[config.mk]
export PLATFORM = sky130hd
export DESIGN_NAME = battery_level_averager_hysteresis
export DESIGN_NICKNAME = d
export VERILOG_FILES = /design/src/design/bla_pkg.sv /design/src/design/battery_level_averager_hysteresis.sv
export SDC_FILE = /design/constraint.sdc
export NUM_CORES = 2
export LEC_CHECK = 0
export ABC_AREA = 1
export ABC_CLOCK_PERIOD_IN_PS = 18700
export BUFFER_PORTS_ARGS = -buffer_cell sky130_fd_sc_hd__buf_2
export CAP_MARGIN = 20
export CORE_ASPECT_RATIO = 0.9
export CORE_MARGIN = 2
export CORE_UTILIZATION = 60
export CTS_CLUSTER_DIAMETER = 120
export CTS_CLUSTER_SIZE = 24
export DETAILED_ROUTE_END_ITERATION = 10
export GPL_TIMING_DRIVEN = 0
export PLACE_DENSITY = 0.87
export SYNTH_ARGS = -nofsm -noshare
export SYNTH_HDL_FRONTEND = slang
export SYNTH_SLANG_ARGS = --single-unit
export TNS_END_PERCENT = 5
[constraint.sdc]
create_clock -name clk -period 18.7 [get_ports clk]
set_clock_uncertainty 0.05 [all_clocks]
set_input_delay 1.87 -clock clk [delete_from_list [all_inputs] [get_ports clk]]
set_output_delay 1.87 -clock clk [all_outputs]
set_load 0.03 [all_outputs]
[src/design/bla_pkg.sv]
`timescale 1ns / 1ps
// ----------------------------------------------------------------------------
// bla_pkg
// shared widths, register indexes and level helpers for the battery level
// averager
// ----------------------------------------------------------------------------
package bla_pkg;

  localparam int SAMPLE_W  = 12;   // one adc word, millivolts
  localparam int AVG_W     = 12;   // block average, never above the sample range
  localparam int MV_W      = 16;   // scaled millivolts
  localparam int EMA_W     = 24;   // filter state, q16.8 millivolts
  localparam int SIZE_W    = 9;
  localparam int HYST_W    = 10;
  localparam int PCT_W     = 7;
  localparam int LVL_W     = 3;
  localparam int CFG_IDX_W = 4;
  localparam int CFG_DAT_W = 16;
  localparam int MUL_A_W   = 17;
  localparam int MUL_B_W   = 24;
  localparam int PROD_W    = MUL_A_W + MUL_B_W;
  localparam int GAIN_FRAC = 12;   // q4.12 divider gain
  localparam int ALPHA_W   = 16;   // q0.16 filter weight

  typedef logic [LVL_W-1:0]     level_t;
  typedef logic [CFG_IDX_W-1:0] cfg_idx_t;

  localparam cfg_idx_t REG_SAMPLES   = 4'd0;
  localparam cfg_idx_t REG_GAIN      = 4'd1;
  localparam cfg_idx_t REG_ALPHA     = 4'd2;
  localparam cfg_idx_t REG_HYST      = 4'd3;
  localparam cfg_idx_t REG_THR_FULL  = 4'd4;
  localparam cfg_idx_t REG_THR_HIGH  = 4'd5;
  localparam cfg_idx_t REG_THR_MID   = 4'd6;
  localparam cfg_idx_t REG_THR_LOW   = 4'd7;

  localparam level_t LVL_EMPTY = 3'd0;
  localparam level_t LVL_LOW   = 3'd1;
  localparam level_t LVL_MID   = 3'd2;
  localparam level_t LVL_HIGH  = 3'd3;
  localparam level_t LVL_FULL  = 3'd4;

  // level index to percent
  function automatic logic [PCT_W-1:0] level_pct(input level_t lvl);
    logic [PCT_W-1:0] p;
    case (lvl)
      LVL_LOW:  p = 7'd25;
      LVL_MID:  p = 7'd50;
      LVL_HIGH: p = 7'd75;
      LVL_FULL: p = 7'd100;
      default:  p = 7'd0;
    endcase
    return p;
  endfunction

endpackage

[src/design/battery_level_averager_hysteresis.sv]
`timescale 1ns / 1ps
// ----------------------------------------------------------------------------
// battery_level_averager_hysteresis
// block averager, divider gain scaling, ema filter and five-level charge
// quantizer with hysteresis
// ----------------------------------------------------------------------------
// in_*  : one adc millivolt word per accepted item; each yields one out_* word
// out_* : result word in an output register, held while out_stall is high;
//         block_done marks words that closed a block
// cfg_* : register writes, cfg_ready always high, unknown index dropped;
//         write only while the block is idle
// a word that does not close a block reaches the output register on the next
// edge, so such words stream one per cycle while the output is not stalled
// a word that closes a block goes through a bit-serial divide of the sum by
// the count (12-bit quotient), three passes through the shared 17x24
// multiplier (scale, new-value term, old-value term), the saturation, the sum
// and the level update, the first block skipping the last two passes and the
// sum; in_stall stays high until its result word is in the output register
// sync active-low reset restores the register defaults, clears sum, count,
// filter and primed flag, and sets the level to 100 percent
// a held out_stall stalls the input once the output register is full
// ----------------------------------------------------------------------------
module battery_level_averager_hysteresis #(
  parameter int MAX_SAMPLES = 256
) (
  input  logic                        clk,
  input  logic                        rst_n,
  // input words
  input  logic                        in_valid,
  output logic                        in_stall,
  input  logic [bla_pkg::SAMPLE_W-1:0] in_sample_mv,
  // result words
  output logic                        out_valid,
  input  logic                        out_stall,
  output logic [bla_pkg::PCT_W-1:0]   out_charge_percent,
  output logic [bla_pkg::MV_W-1:0]    out_filtered_mv,
  output logic [bla_pkg::MV_W-1:0]    out_block_mv,
  output logic                        out_block_done,
  // register writes
  input  logic                        cfg_valid,
  output logic                        cfg_ready,
  input  logic [bla_pkg::CFG_IDX_W-1:0] cfg_index,
  input  logic [bla_pkg::CFG_DAT_W-1:0] cfg_data
);
  import bla_pkg::*;

  // count holds up to MAX_SAMPLES, sum up to MAX_SAMPLES full-scale words
  localparam int CNT_W = $clog2(MAX_SAMPLES + 1);
  localparam int SUM_W = SAMPLE_W + CNT_W;
  localparam logic [31:0] MAX_U = MAX_SAMPLES;
  localparam logic [3:0]  DIV_LAST = 4'(AVG_W - 1);

  // sequencer codes
  localparam logic [2:0] ST_IDLE  = 3'd0;
  localparam logic [2:0] ST_DIV   = 3'd1;
  localparam logic [2:0] ST_SCALE = 3'd2;
  localparam logic [2:0] ST_SAT   = 3'd3;
  localparam logic [2:0] ST_MNEW  = 3'd4;
  localparam logic [2:0] ST_MOLD  = 3'd5;
  localparam logic [2:0] ST_SUM   = 3'd6;
  localparam logic [2:0] ST_QUANT = 3'd7;

  // configuration registers
  logic [SIZE_W-1:0]  samples_r;
  logic [MV_W-1:0]    gain_r;
  logic [ALPHA_W-1:0] alpha_r;
  logic [HYST_W-1:0]  hyst_r;
  logic [MV_W-1:0]    thr_full_r;
  logic [MV_W-1:0]    thr_high_r;
  logic [MV_W-1:0]    thr_mid_r;
  logic [MV_W-1:0]    thr_low_r;

  // block and filter state
  logic [2:0]         state_r;
  logic [SUM_W-1:0]   sum_r;
  logic [CNT_W-1:0]   count_r;
  logic [MV_W-1:0]    block_r;
  logic [EMA_W-1:0]   ema_r;
  logic               primed_r;
  level_t             level_r;

  // divide and multiply datapath
  logic [3:0]         step_r;
  logic [CNT_W-1:0]   rem_r;
  logic [AVG_W-1:0]   dvd_r;     // dividend bits in, quotient bits out
  logic [CNT_W-1:0]   divisor_r;
  logic [PROD_W-1:0]  prod_r;
  logic [PROD_W-1:0]  acc_r;

  // output register
  logic               out_valid_r;
  logic [PCT_W-1:0]   out_pct_r;
  logic [MV_W-1:0]    out_filt_r;
  logic [MV_W-1:0]    out_block_r;
  logic               out_done_r;

  // effective block size, zero taken as one and clamped to MAX_SAMPLES
  logic [CNT_W-1:0]   block_size;
  always_comb begin
    if (samples_r == '0) begin
      block_size = CNT_W'(1);
    end else if ({23'd0, samples_r} > MAX_U) begin
      block_size = CNT_W'(MAX_U);
    end else begin
      block_size = CNT_W'({23'd0, samples_r});
    end
  end

  logic out_free;
  logic in_fire;
  assign out_free = !out_valid_r || !out_stall;
  assign in_stall = (state_r != ST_IDLE) || !out_free;
  assign in_fire  = in_valid && !in_stall;
  assign cfg_ready = 1'b1;

  // accumulate the incoming word
  logic [SUM_W-1:0] sum_nxt;
  logic [CNT_W-1:0] count_nxt;
  logic             closes_block;
  assign sum_nxt      = sum_r + SUM_W'(in_sample_mv);
  assign count_nxt    = count_r + CNT_W'(1);
  assign closes_block = (count_nxt >= block_size);

  // output register loads a word: a plain sample, or the end of a block
  logic out_load;
  assign out_load = (state_r == ST_IDLE && in_fire && !closes_block) ||
                    (state_r == ST_QUANT && out_free);

  // restoring divide step, remainder always below the divisor
  logic [CNT_W:0]   div_trial;
  logic [CNT_W:0]   div_diff;
  logic             div_ge;
  logic [CNT_W-1:0] rem_nxt;
  logic [AVG_W-1:0] dvd_nxt;
  assign div_trial = {rem_r, dvd_r[AVG_W-1]};
  assign div_ge    = (div_trial >= {1'b0, divisor_r});
  assign div_diff  = div_trial - {1'b0, divisor_r};
  assign rem_nxt   = div_ge ? div_diff[CNT_W-1:0] : div_trial[CNT_W-1:0];
  assign dvd_nxt   = {dvd_r[AVG_W-2:0], div_ge};

  // shared multiplier operand select
  logic [MUL_A_W-1:0] mul_a;
  logic [MUL_B_W-1:0] mul_b;
  logic [PROD_W-1:0]  prod_nxt;
  always_comb begin
    case (state_r)
      ST_MNEW: begin
        mul_a = MUL_A_W'(alpha_r);
        mul_b = {block_r, 8'd0};
      end
      ST_MOLD: begin
        // weight of the old value, 65536 when alpha is zero
        mul_a = 17'h10000 - MUL_A_W'(alpha_r);
        mul_b = ema_r;
      end
      default: begin
        mul_a = MUL_A_W'(gain_r);
        mul_b = MUL_B_W'(dvd_r);
      end
    endcase
  end
  assign prod_nxt = {{MUL_B_W{1'b0}}, mul_a} * {{MUL_A_W{1'b0}}, mul_b};

  // scaled average with saturation at full 16-bit millivolts
  logic [MV_W-1:0] block_nxt;
  assign block_nxt = (prod_r[PROD_W-1:GAIN_FRAC+MV_W] != '0) ? '1 :
                     prod_r[GAIN_FRAC +: MV_W];

  // ema update, both terms already registered
  logic [PROD_W-1:0] ema_sum;
  assign ema_sum = acc_r + prod_r;

  // one-step hysteresis quantizer on the full q16.8 filter value
  logic [MV_W-1:0]  thr_up;
  logic [MV_W-1:0]  thr_dn;
  logic [MV_W:0]    thr_dn_lo;
  level_t           level_nxt;
  always_comb begin
    case (level_r)
      LVL_EMPTY: thr_up = thr_low_r;
      LVL_LOW:   thr_up = thr_mid_r;
      LVL_MID:   thr_up = thr_high_r;
      default:   thr_up = thr_full_r;
    endcase
    case (level_r)
      LVL_LOW:  thr_dn = thr_low_r;
      LVL_MID:  thr_dn = thr_mid_r;
      LVL_HIGH: thr_dn = thr_high_r;
      default:  thr_dn = thr_full_r;
    endcase
    thr_dn_lo = {1'b0, thr_dn} - {7'd0, hyst_r};
    level_nxt = level_r;
    if (level_r != LVL_FULL && ema_r >= {thr_up, 8'd0}) begin
      level_nxt = level_r + level_t'(1);
    end else if (level_r != LVL_EMPTY && !thr_dn_lo[MV_W] &&
                 ema_r < {thr_dn_lo[MV_W-1:0], 8'd0}) begin
      // threshold below the margin never drops
      level_nxt = level_r - level_t'(1);
    end
  end

  // configuration writes
  always_ff @(posedge clk) begin
    if (!rst_n) begin
      samples_r  <= 9'd32;
      gain_r     <= 16'd16508;
      alpha_r    <= 16'd13107;
      hyst_r     <= 10'd80;
      thr_full_r <= 16'd12100;
      thr_high_r <= 16'd11800;
      thr_mid_r  <= 16'd11400;
      thr_low_r  <= 16'd10950;
    end else if (cfg_valid && cfg_ready) begin
      case (cfg_index)
        REG_SAMPLES:  samples_r  <= cfg_data[SIZE_W-1:0];
        REG_GAIN:     gain_r     <= cfg_data;
        REG_ALPHA:    alpha_r    <= cfg_data;
        REG_HYST:     hyst_r     <= cfg_data[HYST_W-1:0];
        REG_THR_FULL: thr_full_r <= cfg_data;
        REG_THR_HIGH: thr_high_r <= cfg_data;
        REG_THR_MID:  thr_mid_r  <= cfg_data;
        REG_THR_LOW:  thr_low_r  <= cfg_data;
        default: ;
      endcase
    end
  end

  // output valid: set on a load, cleared once the receiver takes the word
  always_ff @(posedge clk) begin
    if (!rst_n) begin
      out_valid_r <= 1'b0;
    end else if (out_load) begin
      out_valid_r <= 1'b1;
    end else if (!out_stall) begin
      out_valid_r <= 1'b0;
    end
  end

  // sequencer and datapath
  always_ff @(posedge clk) begin
    if (!rst_n) begin
      state_r     <= ST_IDLE;
      sum_r       <= '0;
      count_r     <= '0;
      block_r     <= '0;
      ema_r       <= '0;
      primed_r    <= 1'b0;
      level_r     <= LVL_FULL;
      step_r      <= '0;
    end else begin
      case (state_r)
        ST_IDLE: begin
          if (in_fire) begin
            if (closes_block) begin
              // start the divide on the full sum, quotient fits 12 bits
              rem_r     <= sum_nxt[SUM_W-1:AVG_W];
              dvd_r     <= sum_nxt[AVG_W-1:0];
              divisor_r <= count_nxt;
              step_r    <= '0;
              sum_r     <= '0;
              count_r   <= '0;
              state_r   <= ST_DIV;
            end else begin
              sum_r       <= sum_nxt;
              count_r     <= count_nxt;
              out_pct_r   <= level_pct(level_r);
              out_filt_r  <= ema_r[EMA_W-1:8];
              out_block_r <= block_r;
              out_done_r  <= 1'b0;
            end
          end
        end
        ST_DIV: begin
          rem_r  <= rem_nxt;
          dvd_r  <= dvd_nxt;
          step_r <= step_r + 4'd1;
          if (step_r == DIV_LAST) begin
            state_r <= ST_SCALE;
          end
        end
        ST_SCALE: begin
          prod_r  <= prod_nxt;
          state_r <= ST_SAT;
        end
        ST_SAT: begin
          block_r <= block_nxt;
          if (!primed_r) begin
            // first block loads the filter directly
            ema_r    <= {block_nxt, 8'd0};
            primed_r <= 1'b1;
            state_r  <= ST_QUANT;
          end else begin
            state_r <= ST_MNEW;
          end
        end
        ST_MNEW: begin
          prod_r  <= prod_nxt;
          state_r <= ST_MOLD;
        end
        ST_MOLD: begin
          acc_r   <= prod_r;
          prod_r  <= prod_nxt;
          state_r <= ST_SUM;
        end
        ST_SUM: begin
          ema_r   <= ema_sum[ALPHA_W +: EMA_W];
          state_r <= ST_QUANT;
        end
        ST_QUANT: begin
          if (out_free) begin
            level_r     <= level_nxt;
            out_pct_r   <= level_pct(level_nxt);
            out_filt_r  <= ema_r[EMA_W-1:8];
            out_block_r <= block_r;
            out_done_r  <= 1'b1;
            state_r     <= ST_IDLE;
          end
        end
        default: begin
          state_r <= ST_IDLE;
        end
      endcase
    end
  end

  assign out_valid          = out_valid_r;
  assign out_charge_percent = out_pct_r;
  assign out_filtered_mv    = out_filt_r;
  assign out_block_mv       = out_block_r;
  assign out_block_done     = out_done_r;

endmodule

==> flow_results.org <==
** Synthesis
- Top area cells in the synthesized netlist :: sky130_fd_sc_hd__fa_1, sky130_fd_sc_hd__edfxtp_1, sky130_fd_sc_hd__dfxtp_1
- Gate Count Post-Synth :: 4,152
- Number of warning messages in the yosys log :: 0
- After synthesis, the netlist uses 54 different library cells.
- Average cell area after synthesis :: 7.80 µm²
- Mapped cell area :: 32,400 µm²
- Number of enable flip-flop cells after synthesis :: 150
- For this run, the register share of the synthesized area comes to 0.261.
- Leading area contributor after synthesis :: sky130_fd_sc_hd__fa_1
- Synthesis inferred 347 register bits.
- Area share of the leading cell type in the synthesized netlist :: 0.205
- In the synthesized netlist the dominant register cell turns out to be sky130_fd_sc_hd__dfxtp_1.
- Counting flops with an async set or reset pin after synthesis yields a share of 0.
- The number of nets handed over by synthesis was 4,754.

** Placement
- Count of buffers inserted at the top-level ports :: 71
- Routability-driven placement finished with a final weighted congestion of 1.03.
- DPL Wire Length :: 79.8 mm

** Critical path
- The most critical setup path has its endpoint at prod_r[28]$_DFFE_PP_.
- Launching point of the worst reg2reg path :: state_r[2]$_SDFFE_PN0P_
- Crit path top cell by count :: sky130_fd_sc_hd__inv_1
- The worst register-to-register path ends at prod_r[28]$_DFFE_PP_.
- Launching element type of the critical path :: flop
- Req. time, crit path :: 18.93 ns
- For this run, the slowest stage of the critical path takes 0.94 ns.
- Worst Path Class, Setup :: flop to flop
- The largest individual stage delay along the critical path comes from the cell sky130_fd_sc_hd__o22ai_1.
- STA classifies the critical path endpoint as a flop.
- Of all nets on the critical path, the largest fanout is 10.
- The most critical setup path has its startpoint at state_r[2]$_SDFFE_PN0P_.
- Minimum setup slack among reg-to-reg paths :: 10.01 ns
- Data on the critical path arrives at its endpoint at 8.92 ns.
- Counting cells, the worst reg-to-reg path comes to 29.

** Clocking
- Clock-pin slew on the worst setup and hold paths :: around 0.10 ns
- The number of setup buffers added after CTS is 0.
- CTS built an H-tree with a depth of 1.
- TritonCTS built the clock tree.
- Clock sink count :: 347
- The later pin in the worst-skew pair is clocked with a latency of 0.56 ns.
- Cell chosen for the clock root :: sky130_fd_sc_hd__clkbuf_16
- Number of hold buffers added after CTS :: 0
- Max Root-Sink Buffers :: 3
- CTS-repair resized insts :: 0
- Total clock buffers created by CTS :: 18

** Drt
- After detailed routing, the total wire length is 98.0 mm.
- In the routed layout, each cell is associated on average with a via count of about 5.9.
- After the first detailed-routing iteration, the DRC count stood at around 3,600.
- Vias after detailed routing :: 29,054
- After detailed routing, the number of remaining DRC violations is 0.
- Number of optimization iterations in the first detailed-route pass :: 6
- Antenna violation net count after detailed routing :: 0
- In the final routed layout, each cell accounts on average for 19.8 µm.

** Pwr
- Combinational Power Share :: 0.369
- Pwr per Cell Area :: 59.7 nW/µm²
- Reported net switching power :: 0.765 mW
- Clock power share :: 0.215
- IR analysis of the VDD net gives a maximum drop of 0.0662 mV.
- Net Sw Frac :: 0.374
- The internal portion of the total power is 1.28 mW.
- Reported leakage power :: 16.1 nW
- The share of total power dissipated in sequential elements is 0.416.
- After layout, the design draws a total of a little over 2 mW.

** Global routing
- Maximum number of pins on one net before global-route repair :: 35
- Grt total ovfl :: 0
- Antenna violations before repair :: 3
- GRT Resource Usage Total :: 0.351
- Number of global-route vias before repair :: 27,707
- First-pass GRT wire length :: 153 mm

** STA
- For the pin with the worst max-slew slack, the measured transition is about 1.2 ns.
- The number of endpoints with negative hold slack in the final report came to 0.
- Achievable frequency :: 115 MHz
- Unrepaired setup endpoints after global routing :: false
- The total count of max-transition violations in the final report was 0.
- Setup violations remaining at the end of the flow were counted as 0.
- The worst pin sits at a relative slew slack of 0.171.
- Post-route fraction of the period consumed by the critical path :: 0.465
- In the final timing run, aggregate negative setup slack is 0 ns.
- The worst path needs 8.69 ns of the cycle, external delays included.

** Finish
- After filler insertion, the fill cell instance count of the layout stands at 4,496.
- The area growth from synthesis to layout is 5.83%.
- Most common cell after layout, fill and taps aside :: sky130_fd_sc_hd__nand2_1
- Nets :: roughly 4,900
- Most frequent cells in the layout :: sky130_fd_sc_hd__nand2_1, sky130_fd_sc_hd__inv_1, sky130_fd_sc_hd__nor2_1
- Fraction of final layout cells with drive strength greater than 1 :: 0.0495

** Floorplan
- The initialized floorplan defines 80 standard-cell rows.
- Pin placement for this block handled 80 I/O pins.
- Area of the die :: between 50,000 and 60,000 µm²
- Vertical die dimension :: 224 µm
- The total area inside the core boundary comes to 53,200 µm².
- For this configuration, the core starts out at a cell density of 0.610.
- Measured along the x axis, the die boundary spans 249 µm.

** Run status
- The run finished with clean final reports.

** Run
- Max-cap violations in this run came to 0.

** Hold path
- Kind of path behind the tightest hold check :: flop to flop
## area by class of cell
class	count	area [µm²]	share of cell area
plain buffers	141	607	0.0177
well taps	697	872	0.0254
multi-input cells	2902	20500	0.598
clock inverters	3	33.8	0.000985
repair buffers	80	473	0.0138
diodes	1	2.50	0.0000730
clock buffers	26	480	0.0140
inverters	762	2860	0.0835
flip-flops and latches	347	8450	0.246
## flip-flops by register name, indices dropped and copies added (netlist names), 9 cells and up
| name | count |
|---|---|
| out_block_mv | 16 |
| thr_high_r | 16 |
| count_r | 9 |
| thr_full_r | 16 |
| divisor_r | 9 |
| rem_r | 9 |
| thr_mid_r | 16 |
| dvd_r | 12 |
| acc_r | 40 |
| out_filtered_mv | 16 |
| block_r | 16 |
| prod_r | 41 |
| gain_r | 16 |
| ema_r | 24 |
| samples_r | 9 |
| thr_low_r | 16 |
| sum_r | 21 |
| hyst_r | 10 |
| alpha_r | 16 |
## cells in the mapped netlist (all sizes together), types with 2 or more instances
library cell  number
a22o               3
nor4              10
xnor2             28
or2               14
o22ai             23
clkinv             9
inv              753
a21boi             5
nand4             38
xor2              64
a32oi              2
edfxtp           150
a31oi             27
a21oi            258
o21a              22
clkbuf            95
o311ai             6
a211oi             4
o221ai             2
dfxtp            197
nand3            158
o21ai            236
nand2            896
nor3              30
nor2             451
o211ai            19
o21bai            12
fa               332
ha               233
o2111ai            8
a21o              11
and3               2
buf               46
a22oi              3
## critical path, delay by kind of cell, from the launching register on
family                   cells  cell delay (ns)
AO/OA/AOI/OAI                6             1.96
XOR/XNOR                     1             0.19
adder cells (fa/ha/maj)      7             3.48
buffers and inverters       10             1.57
flip-flops                   1             0.38
AND/OR/NAND/NOR              5             0.76
## layer usage
layer  vias to the layer above  track usage  wire (µm)
met5                         -            0         34
met4                         6        0.143       4760
met3                       322       0.0915      12700
met2                      1750        0.531      41300
met1                     13677        0.482      39300
li1                      13299            -          -
## how the worst min path moves through the flow
| stage | from | end | slack [ns] | cells after the start |
|---|---|---|---|---|
| floorplan | gain_r[14]$_SDFFE_PN1P_ | gain_r[14]$_SDFFE_PN1P_ | 0.37 | 2 |
| global placement | block_r[0]$_SDFFE_PN0P_ | out_block_mv[0]$_DFFE_PP_ | 0.40 | 0 |
| detailed placement | prod_r[5]$_DFFE_PP_ | acc_r[5]$_DFFE_PP_ | 0.40 | 0 |
| CTS | hyst_r[9]$_SDFFE_PN0P_ | hyst_r[9]$_SDFFE_PN0P_ | 0.42 | 2 |
| global route | gain_r[3]$_SDFFE_PN1P_ | gain_r[3]$_SDFFE_PN1P_ | 0.43 | 2 |
| finish | hyst_r[3]$_SDFFE_PN0P_ | hyst_r[3]$_SDFFE_PN0P_ | 0.42 | 2 |
## cells by family after synthesis
logic type                 count (synthesis)  share of synthesized area
AOI/OAI and AO/OA                        645                      0.112
adders and majority gates                565                      0.295
and+or+nand+nor                         1599                      0.201
buffers and inverters                    903                      0.107
DFF                                      347                      0.261
other                                      1                   0.000116
xor gates and xnor gates                  92                     0.0249
## power groups by stage
stage / Sequential, mW / Combinational (mW) / Clock, mW
finish: 0.851 / 0.756 / 0.441
global route: 0.853 / 0.842 / 0.464
CTS: 0.851 / 0.745 / 0.439
detailed placement: 0.868 / 0.734 / 0
global placement: 0.868 / 0.712 / 0
floorplan: 0.874 / 0.522 / 0
## per-stage QoR
stage               instance area, µm²  worst slack (ns)  hold WS (ns)   util  std cells
global placement                 33600             10.38         0.396  0.633       4920
CTS                              34300             10.26         0.421  0.645       4957
detailed placement               33800             10.32         0.397  0.635       4928
finish                           34300             10.01         0.422  0.645       4959
floorplan                        32400             11.96         0.371      -       4152
global route                     34300              9.72         0.432  0.645       4958
No activity file was read; power rests on OpenSTA's default activity.
